$ cat src/tslca_pkg.sv
package tslca_pkg;

    localparam int ID_W    = 6;
    localparam int LVL_W   = 6;
    localparam int SIZE_W  = 7;
    localparam int ENTRY_W = 7;
    localparam int PC_W    = 5;

    localparam logic [SIZE_W-1:0]  TREE_SIZE_RST = 7'd64;
    localparam logic [ENTRY_W-1:0] ROOT_ENTRY    = 7'h40;

    localparam logic REQ_WRITE = 1'b0;
    localparam logic REQ_QUERY = 1'b1;

    localparam logic [1:0] ST_OK    = 2'd0;
    localparam logic [1:0] ST_RANGE = 2'd1;
    localparam logic [1:0] ST_TREE  = 2'd2;

    typedef struct packed {
        logic            req_type;
        logic [ID_W-1:0] node_id;
        logic [ID_W-1:0] parent_id;
        logic            is_root;
        logic            last;
    } t_req;

    typedef struct packed {
        logic [ID_W-1:0]  ancestor_id;
        logic [LVL_W-1:0] hops;
        logic [1:0]       status;
    } t_rsp;

    typedef enum logic [3:0] {
        OP_NOP,
        OP_CUR_NODE,
        OP_CUR_ANC,
        OP_WALK,
        OP_SAVE_B,
        OP_SAVE_A,
        OP_LIFT_A,
        OP_LIFT_B,
        OP_FOLD,
        OP_FIRST,
        OP_ERR1,
        OP_ERR2,
        OP_END
    } t_op;

    typedef enum logic [1:0] {
        RS_CUR,
        RS_A,
        RS_B
    } t_rsel;

    typedef enum logic [3:0] {
        C_NEVER,
        C_ALWAYS,
        C_STATUS_NZ,
        C_NODE_BAD,
        C_ROOT,
        C_WALK_OK,
        C_FIRST,
        C_NOT_A_DEEPER,
        C_NOT_B_DEEPER,
        C_A_EQ_B,
        C_ALVL_ZERO
    } t_cond;

    typedef struct packed {
        t_op             op;
        t_rsel           rsel;
        t_cond           cond;
        logic [PC_W-1:0] target;
    } t_uword;

    typedef struct packed {
        logic status_nz;
        logic node_bad;
        logic root;
        logic walk_ok;
        logic first;
        logic a_deeper;
        logic b_deeper;
        logic a_eq_b;
        logic alvl_zero;
    } t_flags;

    // program labels
    localparam logic [PC_W-1:0] PC_ENTRY  = 5'd0;
    localparam logic [PC_W-1:0] PC_WALK_N = 5'd3;
    localparam logic [PC_W-1:0] PC_SAVE_B = 5'd7;
    localparam logic [PC_W-1:0] PC_WALK_A = 5'd9;
    localparam logic [PC_W-1:0] PC_SAVE_A = 5'd13;
    localparam logic [PC_W-1:0] PC_LIFT_A = 5'd14;
    localparam logic [PC_W-1:0] PC_LIFT_B = 5'd16;
    localparam logic [PC_W-1:0] PC_JOINT  = 5'd18;
    localparam logic [PC_W-1:0] PC_FOLD   = 5'd22;
    localparam logic [PC_W-1:0] PC_FIRST  = 5'd23;
    localparam logic [PC_W-1:0] PC_ERR1   = 5'd24;
    localparam logic [PC_W-1:0] PC_ERR2   = 5'd25;
    localparam logic [PC_W-1:0] PC_END    = 5'd26;

    function automatic t_uword mk(t_op op, t_rsel rs, t_cond c, logic [PC_W-1:0] tg);
        t_uword w;
        w.op     = op;
        w.rsel   = rs;
        w.cond   = c;
        w.target = tg;
        return w;
    endfunction

    // Fold one member: depth of member, depth of running ancestor (a first
    // member just takes its own), level both, then lift together until they meet.
    function automatic t_uword ucode(logic [PC_W-1:0] pc);
        t_uword w;
        case (pc)
            5'd0:  w = mk(OP_NOP,      RS_CUR, C_STATUS_NZ,    PC_END);
            5'd1:  w = mk(OP_NOP,      RS_CUR, C_NODE_BAD,     PC_ERR1);
            5'd2:  w = mk(OP_CUR_NODE, RS_CUR, C_NEVER,        PC_ENTRY);
            5'd3:  w = mk(OP_NOP,      RS_CUR, C_NEVER,        PC_ENTRY);
            5'd4:  w = mk(OP_WALK,     RS_CUR, C_ROOT,         PC_SAVE_B);
            5'd5:  w = mk(OP_NOP,      RS_CUR, C_WALK_OK,      PC_WALK_N);
            5'd6:  w = mk(OP_NOP,      RS_CUR, C_ALWAYS,       PC_ERR2);
            5'd7:  w = mk(OP_SAVE_B,   RS_CUR, C_FIRST,        PC_FIRST);
            5'd8:  w = mk(OP_CUR_ANC,  RS_CUR, C_NEVER,        PC_ENTRY);
            5'd9:  w = mk(OP_NOP,      RS_CUR, C_NEVER,        PC_ENTRY);
            5'd10: w = mk(OP_WALK,     RS_CUR, C_ROOT,         PC_SAVE_A);
            5'd11: w = mk(OP_NOP,      RS_CUR, C_WALK_OK,      PC_WALK_A);
            5'd12: w = mk(OP_NOP,      RS_CUR, C_ALWAYS,       PC_ERR2);
            5'd13: w = mk(OP_SAVE_A,   RS_CUR, C_NEVER,        PC_ENTRY);
            5'd14: w = mk(OP_NOP,      RS_A,   C_NOT_A_DEEPER, PC_LIFT_B);
            5'd15: w = mk(OP_LIFT_A,   RS_A,   C_ALWAYS,       PC_LIFT_A);
            5'd16: w = mk(OP_NOP,      RS_B,   C_NOT_B_DEEPER, PC_JOINT);
            5'd17: w = mk(OP_LIFT_B,   RS_B,   C_ALWAYS,       PC_LIFT_B);
            5'd18: w = mk(OP_NOP,      RS_A,   C_A_EQ_B,       PC_FOLD);
            5'd19: w = mk(OP_NOP,      RS_A,   C_ALVL_ZERO,    PC_ERR2);
            5'd20: w = mk(OP_LIFT_A,   RS_B,   C_NEVER,        PC_ENTRY);
            5'd21: w = mk(OP_LIFT_B,   RS_B,   C_ALWAYS,       PC_JOINT);
            5'd22: w = mk(OP_FOLD,     RS_CUR, C_ALWAYS,       PC_END);
            5'd23: w = mk(OP_FIRST,    RS_CUR, C_ALWAYS,       PC_END);
            5'd24: w = mk(OP_ERR1,     RS_CUR, C_ALWAYS,       PC_END);
            5'd25: w = mk(OP_ERR2,     RS_CUR, C_ALWAYS,       PC_END);
            default: w = mk(OP_END,    RS_CUR, C_NEVER,        PC_ENTRY);
        endcase
        return w;
    endfunction

endpackage

$ cat src/tslca_table.sv
module tslca_table #(
    parameter int DEPTH = 64,
    parameter int AW    = 6
) (
    input  logic                            i_clk,
    input  logic                            i_we,
    input  logic [AW-1:0]                   i_waddr,
    input  logic [tslca_pkg::ENTRY_W-1:0]   i_wdata,
    input  logic [AW-1:0]                   i_raddr,
    output logic [tslca_pkg::ENTRY_W-1:0]   o_rdata
);

    logic [tslca_pkg::ENTRY_W-1:0] mem [DEPTH];
    logic [tslca_pkg::ENTRY_W-1:0] r_rdata;

    always_ff @(posedge i_clk) begin
        if (i_we) begin
            mem[i_waddr] <= i_wdata;
        end
    end

    always_ff @(posedge i_clk) begin
        r_rdata <= mem[i_raddr];
    end

    assign o_rdata = r_rdata;

endmodule

$ cat src/tslca_seq.sv
module tslca_seq (
    input  logic              i_clk,
    input  logic              i_rst_n,
    input  logic              i_start,
    input  tslca_pkg::t_flags i_flags,
    output tslca_pkg::t_uword o_uw,
    output logic              o_busy
);

    logic [tslca_pkg::PC_W-1:0] r_pc, n_pc;
    logic                       r_run, n_run;
    tslca_pkg::t_uword          rom_word;
    logic                       take;

    assign rom_word = tslca_pkg::ucode(r_pc);

    always_comb begin
        case (rom_word.cond)
            tslca_pkg::C_NEVER:        take = 1'b0;
            tslca_pkg::C_ALWAYS:       take = 1'b1;
            tslca_pkg::C_STATUS_NZ:    take = i_flags.status_nz;
            tslca_pkg::C_NODE_BAD:     take = i_flags.node_bad;
            tslca_pkg::C_ROOT:         take = i_flags.root;
            tslca_pkg::C_WALK_OK:      take = i_flags.walk_ok;
            tslca_pkg::C_FIRST:        take = i_flags.first;
            tslca_pkg::C_NOT_A_DEEPER: take = !i_flags.a_deeper;
            tslca_pkg::C_NOT_B_DEEPER: take = !i_flags.b_deeper;
            tslca_pkg::C_A_EQ_B:       take = i_flags.a_eq_b;
            tslca_pkg::C_ALVL_ZERO:    take = i_flags.alvl_zero;
            default:                   take = 1'b0;
        endcase
    end

    always_comb begin
        n_pc  = r_pc;
        n_run = r_run;
        if (i_start) begin
            n_run = 1'b1;
            n_pc  = tslca_pkg::PC_ENTRY;
        end else if (r_run) begin
            if (rom_word.op == tslca_pkg::OP_END) begin
                n_run = 1'b0;
            end
            n_pc = take ? rom_word.target : r_pc + 1'b1;
        end
    end

    always_ff @(posedge i_clk) begin
        if (!i_rst_n) begin
            r_run <= 1'b0;
            r_pc  <= tslca_pkg::PC_ENTRY;
        end else begin
            r_run <= n_run;
            r_pc  <= n_pc;
        end
    end

    // idle: datapath sees a no-op
    assign o_uw   = r_run ? rom_word
                          : tslca_pkg::mk(tslca_pkg::OP_NOP, tslca_pkg::RS_CUR,
                                          tslca_pkg::C_NEVER, tslca_pkg::PC_ENTRY);
    assign o_busy = r_run;

endmodule

$ cat src/tslca_dp.sv
module tslca_dp #(
    parameter int MAX_NODES = 64
) (
    input  logic                             i_clk,
    input  logic                             i_rst_n,
    input  logic                             i_start,
    input  tslca_pkg::t_req                  i_req,
    input  logic [tslca_pkg::SIZE_W-1:0]     i_tree_size,
    input  tslca_pkg::t_uword                i_uw,
    input  logic [tslca_pkg::ENTRY_W-1:0]    i_rdata,
    output logic [tslca_pkg::ID_W-1:0]       o_raddr,
    output tslca_pkg::t_flags                o_flags,
    output tslca_pkg::t_rsp                  o_rsp,
    output logic                             o_done
);

    localparam int SW = $clog2(MAX_NODES + 1);
    localparam int IW = tslca_pkg::ID_W;
    localparam int LW = tslca_pkg::LVL_W;

    logic [IW-1:0] r_node, n_node, r_cur, n_cur, r_a, n_a, r_b, n_b;
    logic [IW-1:0] r_anc, n_anc;
    logic [LW-1:0] r_alvl, n_alvl, r_blvl, n_blvl, r_lvl, n_lvl;
    logic [LW-1:0] r_max, n_max, r_anc_lvl, n_anc_lvl;
    logic [SW-1:0] r_steps, n_steps;
    logic [1:0]    r_status, n_status;
    logic          r_last, n_last, r_first, n_first, r_open, n_open;
    logic          r_done, n_done;
    tslca_pkg::t_rsp r_rsp, n_rsp;

    logic [IW-1:0] rd_parent;
    logic          rd_root;

    function automatic logic id_ok(logic [IW-1:0] id, logic [tslca_pkg::SIZE_W-1:0] size);
        return (tslca_pkg::SIZE_W'(id) < size) && (int'(id) < MAX_NODES);
    endfunction

    assign rd_parent = i_rdata[IW-1:0];
    assign rd_root   = i_rdata[tslca_pkg::ENTRY_W-1];

    always_comb begin
        case (i_uw.rsel)
            tslca_pkg::RS_CUR: o_raddr = r_cur;
            tslca_pkg::RS_A:   o_raddr = r_a;
            tslca_pkg::RS_B:   o_raddr = r_b;
            default:           o_raddr = r_cur;
        endcase
    end

    always_comb begin
        o_flags.status_nz = (r_status != tslca_pkg::ST_OK);
        o_flags.node_bad  = !id_ok(r_node, i_tree_size);
        o_flags.root      = rd_root;
        o_flags.walk_ok   = id_ok(r_cur, i_tree_size) && (int'(r_steps) < MAX_NODES);
        o_flags.first     = r_first;
        o_flags.a_deeper  = (r_alvl > r_blvl);
        o_flags.b_deeper  = (r_blvl > r_alvl);
        o_flags.a_eq_b    = (r_a == r_b);
        o_flags.alvl_zero = (r_alvl == '0);
    end

    always_comb begin
        n_node    = r_node;
        n_last    = r_last;
        n_first   = r_first;
        n_open    = r_open;
        n_status  = r_status;
        n_anc     = r_anc;
        n_max     = r_max;
        n_anc_lvl = r_anc_lvl;
        n_lvl     = r_lvl;
        n_cur     = r_cur;
        n_steps   = r_steps;
        n_a       = r_a;
        n_b       = r_b;
        n_alvl    = r_alvl;
        n_blvl    = r_blvl;
        n_rsp     = r_rsp;
        n_done    = 1'b0;

        if (i_start) begin
            n_node  = i_req.node_id;
            n_last  = i_req.last;
            n_first = !r_open;
            if (!r_open) begin
                n_open   = 1'b1;
                n_status = tslca_pkg::ST_OK;
                n_anc    = '0;
                n_max    = '0;
            end
        end

        case (i_uw.op)
            tslca_pkg::OP_CUR_NODE: begin
                n_cur   = r_node;
                n_steps = '0;
            end
            tslca_pkg::OP_CUR_ANC: begin
                n_cur   = r_anc;
                n_steps = '0;
            end
            tslca_pkg::OP_WALK: begin
                if (!rd_root) begin
                    n_cur   = rd_parent;
                    n_steps = r_steps + 1'b1;
                end
            end
            tslca_pkg::OP_SAVE_B: begin
                // a successful walk stays below 64 hops
                n_b    = r_node;
                n_blvl = LW'(r_steps);
                n_lvl  = LW'(r_steps);
            end
            tslca_pkg::OP_SAVE_A: begin
                n_a    = r_anc;
                n_alvl = LW'(r_steps);
            end
            tslca_pkg::OP_LIFT_A: begin
                n_a    = rd_parent;
                n_alvl = r_alvl - 1'b1;
            end
            tslca_pkg::OP_LIFT_B: begin
                n_b    = rd_parent;
                n_blvl = r_blvl - 1'b1;
            end
            tslca_pkg::OP_FOLD: begin
                n_anc     = r_a;
                n_anc_lvl = r_alvl;
                if (r_lvl > r_max) begin
                    n_max = r_lvl;
                end
            end
            tslca_pkg::OP_FIRST: begin
                n_anc     = r_node;
                n_max     = r_lvl;
                n_anc_lvl = r_lvl;
            end
            tslca_pkg::OP_ERR1: n_status = tslca_pkg::ST_RANGE;
            tslca_pkg::OP_ERR2: n_status = tslca_pkg::ST_TREE;
            tslca_pkg::OP_END: begin
                if (r_last) begin
                    n_done = 1'b1;
                    n_open = 1'b0;
                    if (r_status == tslca_pkg::ST_OK) begin
                        n_rsp.ancestor_id = r_anc;
                        n_rsp.hops        = r_max - r_anc_lvl;
                    end else begin
                        n_rsp.ancestor_id = '0;
                        n_rsp.hops        = '0;
                    end
                    n_rsp.status = r_status;
                end
            end
            default: ;
        endcase
    end

    always_ff @(posedge i_clk) begin
        if (!i_rst_n) begin
            r_open   <= 1'b0;
            r_done   <= 1'b0;
            r_status <= tslca_pkg::ST_OK;
        end else begin
            r_open   <= n_open;
            r_done   <= n_done;
            r_status <= n_status;
        end
        r_node    <= n_node;
        r_last    <= n_last;
        r_first   <= n_first;
        r_anc     <= n_anc;
        r_max     <= n_max;
        r_anc_lvl <= n_anc_lvl;
        r_lvl     <= n_lvl;
        r_cur     <= n_cur;
        r_steps   <= n_steps;
        r_a       <= n_a;
        r_b       <= n_b;
        r_alvl    <= n_alvl;
        r_blvl    <= n_blvl;
        r_rsp     <= n_rsp;
    end

    assign o_rsp  = r_rsp;
    assign o_done = r_done;

endmodule

$ cat src/tree_set_lowest_common_ancestor_unit.sv
// Lowest common ancestor over a parent-pointer tree. A write item (start with
// busy low) stores one node's parent or root mark and never raises busy. A
// query item raises busy while a small microprogram folds the member into the
// running ancestor; every parent hop is one read of the parent table's
// registered read port, so the time is set by tree depth: a depth walk for the
// member, then one for the running ancestor, a climb to level the deeper node,
// then lifting both until they meet (a first member of a set only walks its
// own depth). A member whose set already failed skips all walks. On the last
// member of a set the result shows on o_rsp with o_done for exactly one cycle,
// starting at the edge that drops busy; it cannot be held off, so the receiver
// must take it then. The table has no reset: every node a walk can reach must
// be written first.
module tree_set_lowest_common_ancestor_unit #(
    parameter int MAX_NODES = 64
) (
    input  logic                         i_clk,
    input  logic                         i_rst_n,
    input  logic                         start,
    output logic                         busy,
    input  tslca_pkg::t_req              i_req,
    input  logic                         i_cfg_we,
    input  logic [tslca_pkg::SIZE_W-1:0] i_cfg_wdata,
    output tslca_pkg::t_rsp              o_rsp,
    output logic                         o_done
);

    // ids are 6 bits wide, so no more than 64 entries are addressable
    localparam int ID_SPAN   = 1 << tslca_pkg::ID_W;
    localparam int TBL_DEPTH = (MAX_NODES < ID_SPAN) ? MAX_NODES : ID_SPAN;
    localparam int TBL_AW    = $clog2(TBL_DEPTH);

    logic [tslca_pkg::SIZE_W-1:0]  r_tree_size;
    logic                          accept, wr_en, q_start;
    logic [tslca_pkg::ENTRY_W-1:0] wr_entry, rd_entry;
    logic [tslca_pkg::ID_W-1:0]    rd_addr;
    tslca_pkg::t_uword             uw;
    tslca_pkg::t_flags             flags;

    always_ff @(posedge i_clk) begin
        if (!i_rst_n) begin
            r_tree_size <= tslca_pkg::TREE_SIZE_RST;
        end else if (i_cfg_we) begin
            r_tree_size <= i_cfg_wdata;
        end
    end

    assign accept   = start && !busy;
    assign wr_en    = accept && (i_req.req_type == tslca_pkg::REQ_WRITE)
                      && (int'(i_req.node_id) < MAX_NODES);
    assign q_start  = accept && (i_req.req_type == tslca_pkg::REQ_QUERY);
    assign wr_entry = i_req.is_root ? tslca_pkg::ROOT_ENTRY
                                    : {1'b0, i_req.parent_id};

    tslca_table #(
        .DEPTH (TBL_DEPTH),
        .AW    (TBL_AW)
    ) u_table (
        .i_clk   (i_clk),
        .i_we    (wr_en),
        .i_waddr (i_req.node_id[TBL_AW-1:0]),
        .i_wdata (wr_entry),
        .i_raddr (rd_addr[TBL_AW-1:0]),
        .o_rdata (rd_entry)
    );

    tslca_seq u_seq (
        .i_clk   (i_clk),
        .i_rst_n (i_rst_n),
        .i_start (q_start),
        .i_flags (flags),
        .o_uw    (uw),
        .o_busy  (busy)
    );

    tslca_dp #(
        .MAX_NODES (MAX_NODES)
    ) u_dp (
        .i_clk       (i_clk),
        .i_rst_n     (i_rst_n),
        .i_start     (q_start),
        .i_req       (i_req),
        .i_tree_size (r_tree_size),
        .i_uw        (uw),
        .i_rdata     (rd_entry),
        .o_raddr     (rd_addr),
        .o_flags     (flags),
        .o_rsp       (o_rsp),
        .o_done      (o_done)
    );

endmodule

$ cat config.mk
export PLATFORM = sky130hd
export DESIGN_NAME = tree_set_lowest_common_ancestor_unit
export DESIGN_NICKNAME = d
export VERILOG_FILES = /design/src/tslca_pkg.sv /design/src/tslca_table.sv /design/src/tslca_seq.sv /design/src/tslca_dp.sv /design/src/tree_set_lowest_common_ancestor_unit.sv
export SDC_FILE = /design/constraint.sdc
export NUM_CORES = 1
export LEC_CHECK = 0
export BUFFER_PORTS_ARGS = -buffer_cell sky130_fd_sc_hd__buf_2
export CORE_ASPECT_RATIO = 1.2
export CORE_MARGIN = 4
export CORE_UTILIZATION = 53
export DETAILED_ROUTE_END_ITERATION = 6
export PLACE_DENSITY_LB_ADDON = 0.08
export SLEW_MARGIN = 30
export SYNTH_ARGS = -nofsm -noshare
export SYNTH_HDL_FRONTEND = slang
export SYNTH_SLANG_ARGS = --single-unit
$ cat constraint.sdc
create_clock -name i_clk -period 5.4 [get_ports i_clk]
set_clock_uncertainty 0.05 [all_clocks]
set_input_delay 0 -clock i_clk [delete_from_list [all_inputs] [get_ports i_clk]]
set_output_delay 0 -clock i_clk [all_outputs]
set_load 0.1 [all_outputs]
==> out/metrics.yaml <==
timing.final.crit_share_pct: 81.5
post_synth_inst_count: 1451
timing.slew.headroom_pct: 42.2
die-height_um: 242
cp_top_family: "compound AO/OA/AOI/OAI gates"
syn_to_final_growth_pct: 12.5
postSynthAreaPerCell_um2: 16.6
worst_slew_pin_slew_ns: 0.867
synth_fp_nets: 1521
cts_repair_resize_count: 0
global_route_wire_length_before_repair_um: 80900
final-setup-viol-count: 0
met2_routed_wirelength_um: 26000
critPathLaunchType: "register"
start_util_pct: 53.7
synth.ff_latch_count: 570
n_fill_cell: 3392
postRouteAntennaNets: 0
die_width_um: 203
finalNetCount: 1608
timing.final.hold_violations: 0
worst-endpoint-arrival_ns: 4.84
cts_buffers: 55
vias_per_cell: 5.86
critical-path-top-cell-by-count: "ha_1"
power.static_leakage_uw: 0.00896
cellPowerDensity_nw_per_um2: 321
slowest_delay_ns: 0.71
ir_drop_mv: 0.214
globalplace.congestion: 0.900
crit_slowest_cell: "o31ai_1"
final_cell_mix: "525 x edfxtp_1, 121 x nor2_1, 112 x mux4_2, 57 x a211oi_1, 55 x clkbuf_16"
placed_cell_area_um2: 25200
critical_path.max_fanout: 10
layout_commonest_cell: "edfxtp_1"
max_freq_mhz: 227
worst_setup_hold_path_clk_slew_ns: 0.06
detailedPlacementHpwl_um: 33000
synth_enable_flop_cells: 525
regArea_um2: 16700
initialDrtViolationCount: 1022
worst_skew_pair.late_latency_ns: 0.60
grt_antenna_before_repair: 1
route.top_layer_used: "met5"
crit_required_ns: 5.84
grt_usage_pct: 21.6
route.met3.wl_um: 2680
ys_warn_count: 0
io-pin-count: 42
totalWireLength_um: 52400
multi_input_comb_area_um2: 7120
first_global_vias: 13100
cts_num_sinks: 570
crit_path_end_kind: "register"
setup.worst_path.class: "reg -> reg"
drt_drc_violations_left: 0
cts_tree: "done"
port-buffer-count: 41
outcome: "finished, final reports clean"
detail_route.wirelength.met1_um: 21900
final_period_demand_of_the_worst_path_ns: 4.40
first_pass_iters: 4
count_of_maximum_capacitance_violations: 0
antennaDiodeCount: 0
seq_area_frac_synth_pct: 69.2
total_die_area_um2: 49000
core_um2: 44900
cts_htree_levels: 2
grt_overflow_total: 0
rows: 85
ys.flop_type: "edfxtp_1"
tns_ns: 0
worst-path-buf-inv: 1
async_reset_ff_share_pct: 0
layout-drive-gt1-share_pct: 19.1
synth_cell_types: 71
slew_viol_final: 0
vias: 12800
setup_repair_after_global_routing_missed_its_margin: "false"
total_standard_cell_area_after_synthesis_um2: 24100
worst_hold_path_type: "in -> reg"
path_cells: "ha_1, nand4_1, a21oi_1, o31ai_1, a311o_1, nand3_1, or3b_1, a31oi_4, inv_1, ha_1, mux2_1, a311oi_1, nor3_1"
root_buffer: "clkbuf_16"
ctsLongestPathBuffers: 3
wl_per_cell_um: 24.0
grt_start_max_net_pins: 113
finalInstanceArea_um2: 27100
[area by class of cell]
cell class | instances | share of cell area [%]
Multi-Input combinational cell | 767 | 26.2
Sequential cell | 570 | 61.5
Timing Repair Buffer | 98 | 2.84
Clock inverter | 24 | 0.664
Clock buffer | 74 | 5.34
Inverter | 46 | 0.637
Tap cell | 609 | 2.81
[path summary, 6_finish.rpt]
check | to | start | cells after the start | slack (ns)
worst min register to register | u_dp.r_first | u_dp.r_open | 1 | 0.42
worst max-delay path | u_seq.rom_word[12] | u_dp.r_alvl[4] | 13 | 1.0
worst max register to register | u_seq.rom_word[12] | u_dp.r_alvl[4] | 13 | 1.0
worst min-delay path | u_seq.r_pc[0] | i_req[14] | 4 | 0.05
[worst reg2reg max path: cells and delay by family (launching register included)]
| kind | cells | cell delay (ns) |
|---|---|---|
| AO/OA/AOI/OAI | 5 | 1.75 |
| adder cells (fa/ha/maj) | 2 | 0.66 |
| buffers and inverters | 1 | 0.15 |
| flip-flops | 1 | 0.48 |
| multiplexers | 1 | 0.32 |
| AND/OR/NAND/NOR | 4 | 0.88 |
[logic make-up (layout without fill, tap and decap cells)]
logic type | after synthesis | after routing | synth area share [%]
AND/OR/NAND/NOR | 325 | 325 | 6.82
adder cells (fa/ha/maj) | 44 | 44 | 2.32
AO/OA/AOI/OAI | 201 | 201 | 5.87
buffers and inverters | 114 | 242 | 1.87
XOR/XNOR | 27 | 27 | 0.981
multiplexers | 170 | 170 | 13.0
flip-flops | 570 | 570 | 69.2
[per-layer routing]
metal	GRT usage [%]	vias to the layer above
li1	-	5890
met1	29.8	6460
met2	36.0	369
met3	2.84	96
met4	7.29	2
met5	0	-
[flip-flops by register name (all words and copies together), names as in the netlist, 7 cells and up]
name             count
u_table.mem        448
u_dp.o_rsp          14
u_dp.r_steps         7
u_seq.rom_word      15
r_tree_size          7
u_table.o_rdata      7
[per-stage QoR]
stage	total power (uW)	hold slack, ns	utilization [%]	worst slack [ns]	instances
after global placement	5220	0.133	56.0	1.13	2057
after global routing	8990	0.0575	60.4	0.785	2188
after CTS	8780	0.0274	60.4	1.02	2188
after detailed placement	5230	0.128	56.1	1.03	2058
after floorplan	5110	0.0489	-	0.913	1451
final	8710	0.0530	60.4	0.998	2188
[synthesized netlist by cell type (6+ instances only)]
cell	number	area share (%)
nand3b_1	6	0.19
inv_1	44	0.69
mux2_2	17	0.79
nand3_1	27	0.56
dfxtp_1	45	3.7
and3_1	11	0.29
edfxtp_1	525	65
nand2b_1	15	0.39
xor2_1	10	0.36
nor2b_1	51	1.3
nand2_1	45	0.70
buf_1	6	0.093
a22oi_1	7	0.22
and2_1	11	0.29
a211oi_1	57	1.8
ha_1	43	2.2
a21oi_1	52	1.1
a22o_1	6	0.22
mux4_2	112	10
xnor2_1	17	0.62
a221o_1	6	0.25
mux2i_1	40	1.7
clkbuf_1	46	0.72
nor3_1	8	0.17
o21ai_0	25	0.52
buf_2	15	0.31
nor2_1	122	1.9
[timing repair]
action,in CTS,in global routing
setup endpoints to repair,0,0
buffers inserted,0,0
endpoints found under the hold margin,53,0
hold buffers,32,0
[where the power goes]
| part | internal [uW] | switching, uW |
|---|---|---|
| clock | 1970 | 1580 |
| combinational | 107 | 190 |
| sequential | 4840 | 24.1 |
| total | 6920 | 1790 |
No activity file was read; power rests on OpenSTA's default activity.
